$ cat src/rtl/core/tms_ram.sv
`timescale 1ns / 1ps
// ----------------------------------------------------------------------------
// tms_ram
// Simple dual-port RAM, one write port and one read port with registered data.
// ----------------------------------------------------------------------------
module tms_ram #(
	parameter int unsigned WIDTH = 8,
	parameter int unsigned DEPTH = 16
) (
	input  logic                     clk,
	input  logic                     we,
	input  logic [$clog2(DEPTH)-1:0] waddr,
	input  logic [WIDTH-1:0]         wdata,
	input  logic [$clog2(DEPTH)-1:0] raddr,
	output logic [WIDTH-1:0]         rdata
);

	logic [WIDTH-1:0] mem [DEPTH];

	always_ff @(posedge clk) begin
		if (we) begin
			mem[waddr] <= wdata;
		end
		rdata <= mem[raddr];
	end

endmodule

$ cat config.mk
export PLATFORM = sky130hd
export DESIGN_NAME = tms_ram
export DESIGN_NICKNAME = d
export VERILOG_FILES = /design/src/rtl/core/tms_ram.sv
export SDC_FILE = /design/constraint.sdc
export NUM_CORES = 1
export LEC_CHECK = 0
export BUFFER_PORTS_ARGS = -buffer_cell sky130_fd_sc_hd__buf_2
export CAP_MARGIN = 5
export CORE_MARGIN = 5
export CORE_UTILIZATION = 45
export DETAILED_ROUTE_END_ITERATION = 12
export SYNTH_ARGS = -nofsm -noshare
export SYNTH_HDL_FRONTEND = slang
export SYNTH_SLANG_ARGS = --single-unit
export TNS_END_PERCENT = 5
$ cat constraint.sdc
create_clock -name clk -period 1.99 [get_ports clk]
set_input_delay 0.199 -clock clk [delete_from_list [all_inputs] [get_ports clk]]
set_output_delay 0.199 -clock clk [all_outputs]
set_load 0.01 [all_outputs]
==> flow_metrics.py <==
metrics = {
    "layout": {
        "utilization": 0.541,
        "drive_above_1_share": 0.314,
        "stdcell_area_mm2": 0.00612,
        "insertedDiodeCount": 0,
        "layout_commonest_cell": "edfxtp_1",
        "multi_input_area_mm2": 0.00106,
        "regArea_mm2": 0.00400,
        "final_cell_mix": "edfxtp_1, buf_2, mux4_2, buf_4, clkbuf_16",
        "n_fill_cell": 902,
        "syn2layout_area_growth_pct": 18.9,
        "nets": 301,
    },
    "setup_path": {
        "worstPathArrival_ns": 1.66,
        "cp.required_ns": 2.28,
        "cp_max_fo": 1,
        "crit_type": "flop to flop",
        "start_kind": "flop",
        "cp-end-kind": "flop",
    },
    "job": {
        "max_cap_viol_count": 0,
    },
    "power": {
        "internal_power_w": 0.00517,
        "comb_power_share": 0.046,
        "ir_drop_v": 0.000539,
        "switching_share": 0.209,
        "p_leak_nw": 2.08,
        "power_density_mw_per_mm2": 1070,
        "p_sw_w": 0.00137,
        "clkPwrFrac": 0.462,
        "seqPwrFrac": 0.492,
    },
    "yosys": {
        "syn-cell-area_mm2": 0.00515,
        "syn_avg_cell_area_um2": 22.5,
        "synth.distinct_cells": 19,
        "synthCells": 229,
        "yosysSeqAreaShare": 0.778,
        "yosysTopAreaCell": "edfxtp_1",
        "yosysTopAreaCellShare": 0.747,
        "ys_seq_elements": 136,
        "syn_nets": 247,
        "synth_area_leaders": "edfxtp_1, mux4_2, mux4_1",
        "yosysWarningCount": 0,
    },
    "clocking": {
        "max-clock-path-buffers": 2,
        "clock_sinks": 136,
        "root_buffer": "clkbuf_16",
        "cts_tree": "done",
        "post_cts_buffers": 0,
        "numCtsBuffers": 17,
        "clkSlewWorstSetupHoldPaths_ns": 0.06,
        "htreeDepth": 4,
        "worstSkewPairLatency_ns": 0.41,
        "cts_resized": 0,
        "ctsHoldBuffers": 0,
    },
    "sta": {
        "fin_crit_sh": 0.686,
        "timing.slew.headroom": 0.723,
        "finalSetupViolCount": 0,
        "max_freq_mhz": 732,
        "fin_crit_ns": 1.37,
        "final_hold_viol_count": 0,
        "tightestPinTransition_ns": 0.415,
        "final_max_slew_viol_count": 0,
        "finalSetupTns_ns": 0,
        "clock-skew-final_ns": 0.00722,
        "rsz0062_at_grt": "no",
    },
    "global_routing": {
        "gr-usage-met1": 0.217,
        "grt_pass1_wl_um": 14800,
        "grt-busiest-layer": "met2",
        "grt_pass1_vias": 2491,
        "track_usage": 0.158,
        "antenna_found_initial": 0,
        "grt_start_max_net_pins": 33,
        "grtUsageMet3": 0.0437,
        "grt_overflow": 0,
        "met2_usage": 0.239,
    },
    "place": {
        "io_buffers": 25,
        "gp_congestion": 0.692,
        "dp_hpwl_um": 6030,
        "place_area_mm2": 0.00554,
    },
    "route": {
        "vias": 2399,
        "drt_iter0_drc": 185,
        "finalWirelength_um": 9650,
        "first_pass_iters": 4,
        "routed_via_density": 5.46,
        "wl_per_cell_um": 22.0,
        "drc": 0,
        "ant_nets": 0,
    },
    "die": {
        "die_area_mm2": 0.0137,
        "die_w_um": 117,
        "core-area_mm2": 0.0113,
        "start_util": 0.455,
        "dieHeight_um": 117,
        "num_rows": 39,
        "io_pins": 26,
    },
    "hold_path": {
        "hp-class": "primary input to flop",
    },
    "outcome": {
        "status": "finished clean",
    },
}
flip-flops by register name, summed over array words and instances, names as in the netlist:
name / flops
mem: 128
rdata: 8
layout make-up:
cell class,count,share of cell area
multi-input combinational,83,0.173
clock inverter,15,0.0251
tap,143,0.0292
sequential,136,0.654
clock buffer,17,0.0695
timing repair buffer,45,0.0491
per-stage QoR:
| step | power (W) | std cells | hold slack (ns) | setup WS, ns |
|---|---|---|---|---|
| after floorplan | 0.00345 | 229 | 0.298 | 0.298 |
| after global placement | 0.00358 | 407 | 0.591 | 0.293 |
| after detailed placement | 0.00359 | 407 | 0.592 | 0.280 |
| after CTS | 0.00660 | 439 | 0.150 | 0.599 |
| after global routing | 0.00676 | 439 | 0.167 | 0.559 |
| final | 0.00654 | 439 | 0.171 | 0.625 |
synth_stat cells, drive strengths merged:
cell	number
buf	7
nor2	13
nand2	9
or3b	1
dfxtp	8
nand3	1
and2	1
nor2b	1
edfxtp	128
clkdlybuf4s25	3
nand3b	2
nor3	4
mux4	32
nand2b	2
a22oi	16
and2b	1
routing by layer:
layer,vias up,routed length (µm)
li1,1086,-
met1,1228,4370
met2,68,4680
met3,17,432
met4,0,170
met5,-,0
final timing paths:
kind,from,to,slack (ns),cells after the start
max reg2reg,mem[3][3],rdata[3],0.62,3
max,mem[3][3],rdata[3],0.62,3
min,wdata[6],mem[6][6],0.17,1
min reg2reg,mem[8][3],rdata[3],0.67,3
logic make-up after synthesis:
family,Yosys count,share of synthesized area
AO/OA/AOI/OAI,16,0.0233
buffers and inverters,10,0.0168
flip-flops,136,0.778
multiplexers,32,0.150
AND/OR/NAND/NOR,35,0.0318
critical path, cell delays in order (launching register included):
cell and delay (ns):
edfxtp_1 0.37, mux4_1 0.49, a22oi_1 0.29, nand2_1 0.09
power groups by stage:
stage | clock network (W) | registers [W] | logic (W)
after floorplan | 0 | 0.00328 | 0.000163
after global placement | 0 | 0.00328 | 0.000306
after detailed placement | 0 | 0.00328 | 0.000311
after CTS | 0.00307 | 0.00322 | 0.000312
after global routing | 0.00320 | 0.00322 | 0.000333
final | 0.00302 | 0.00322 | 0.000304
No activity file was read; power rests on OpenSTA's default activity.
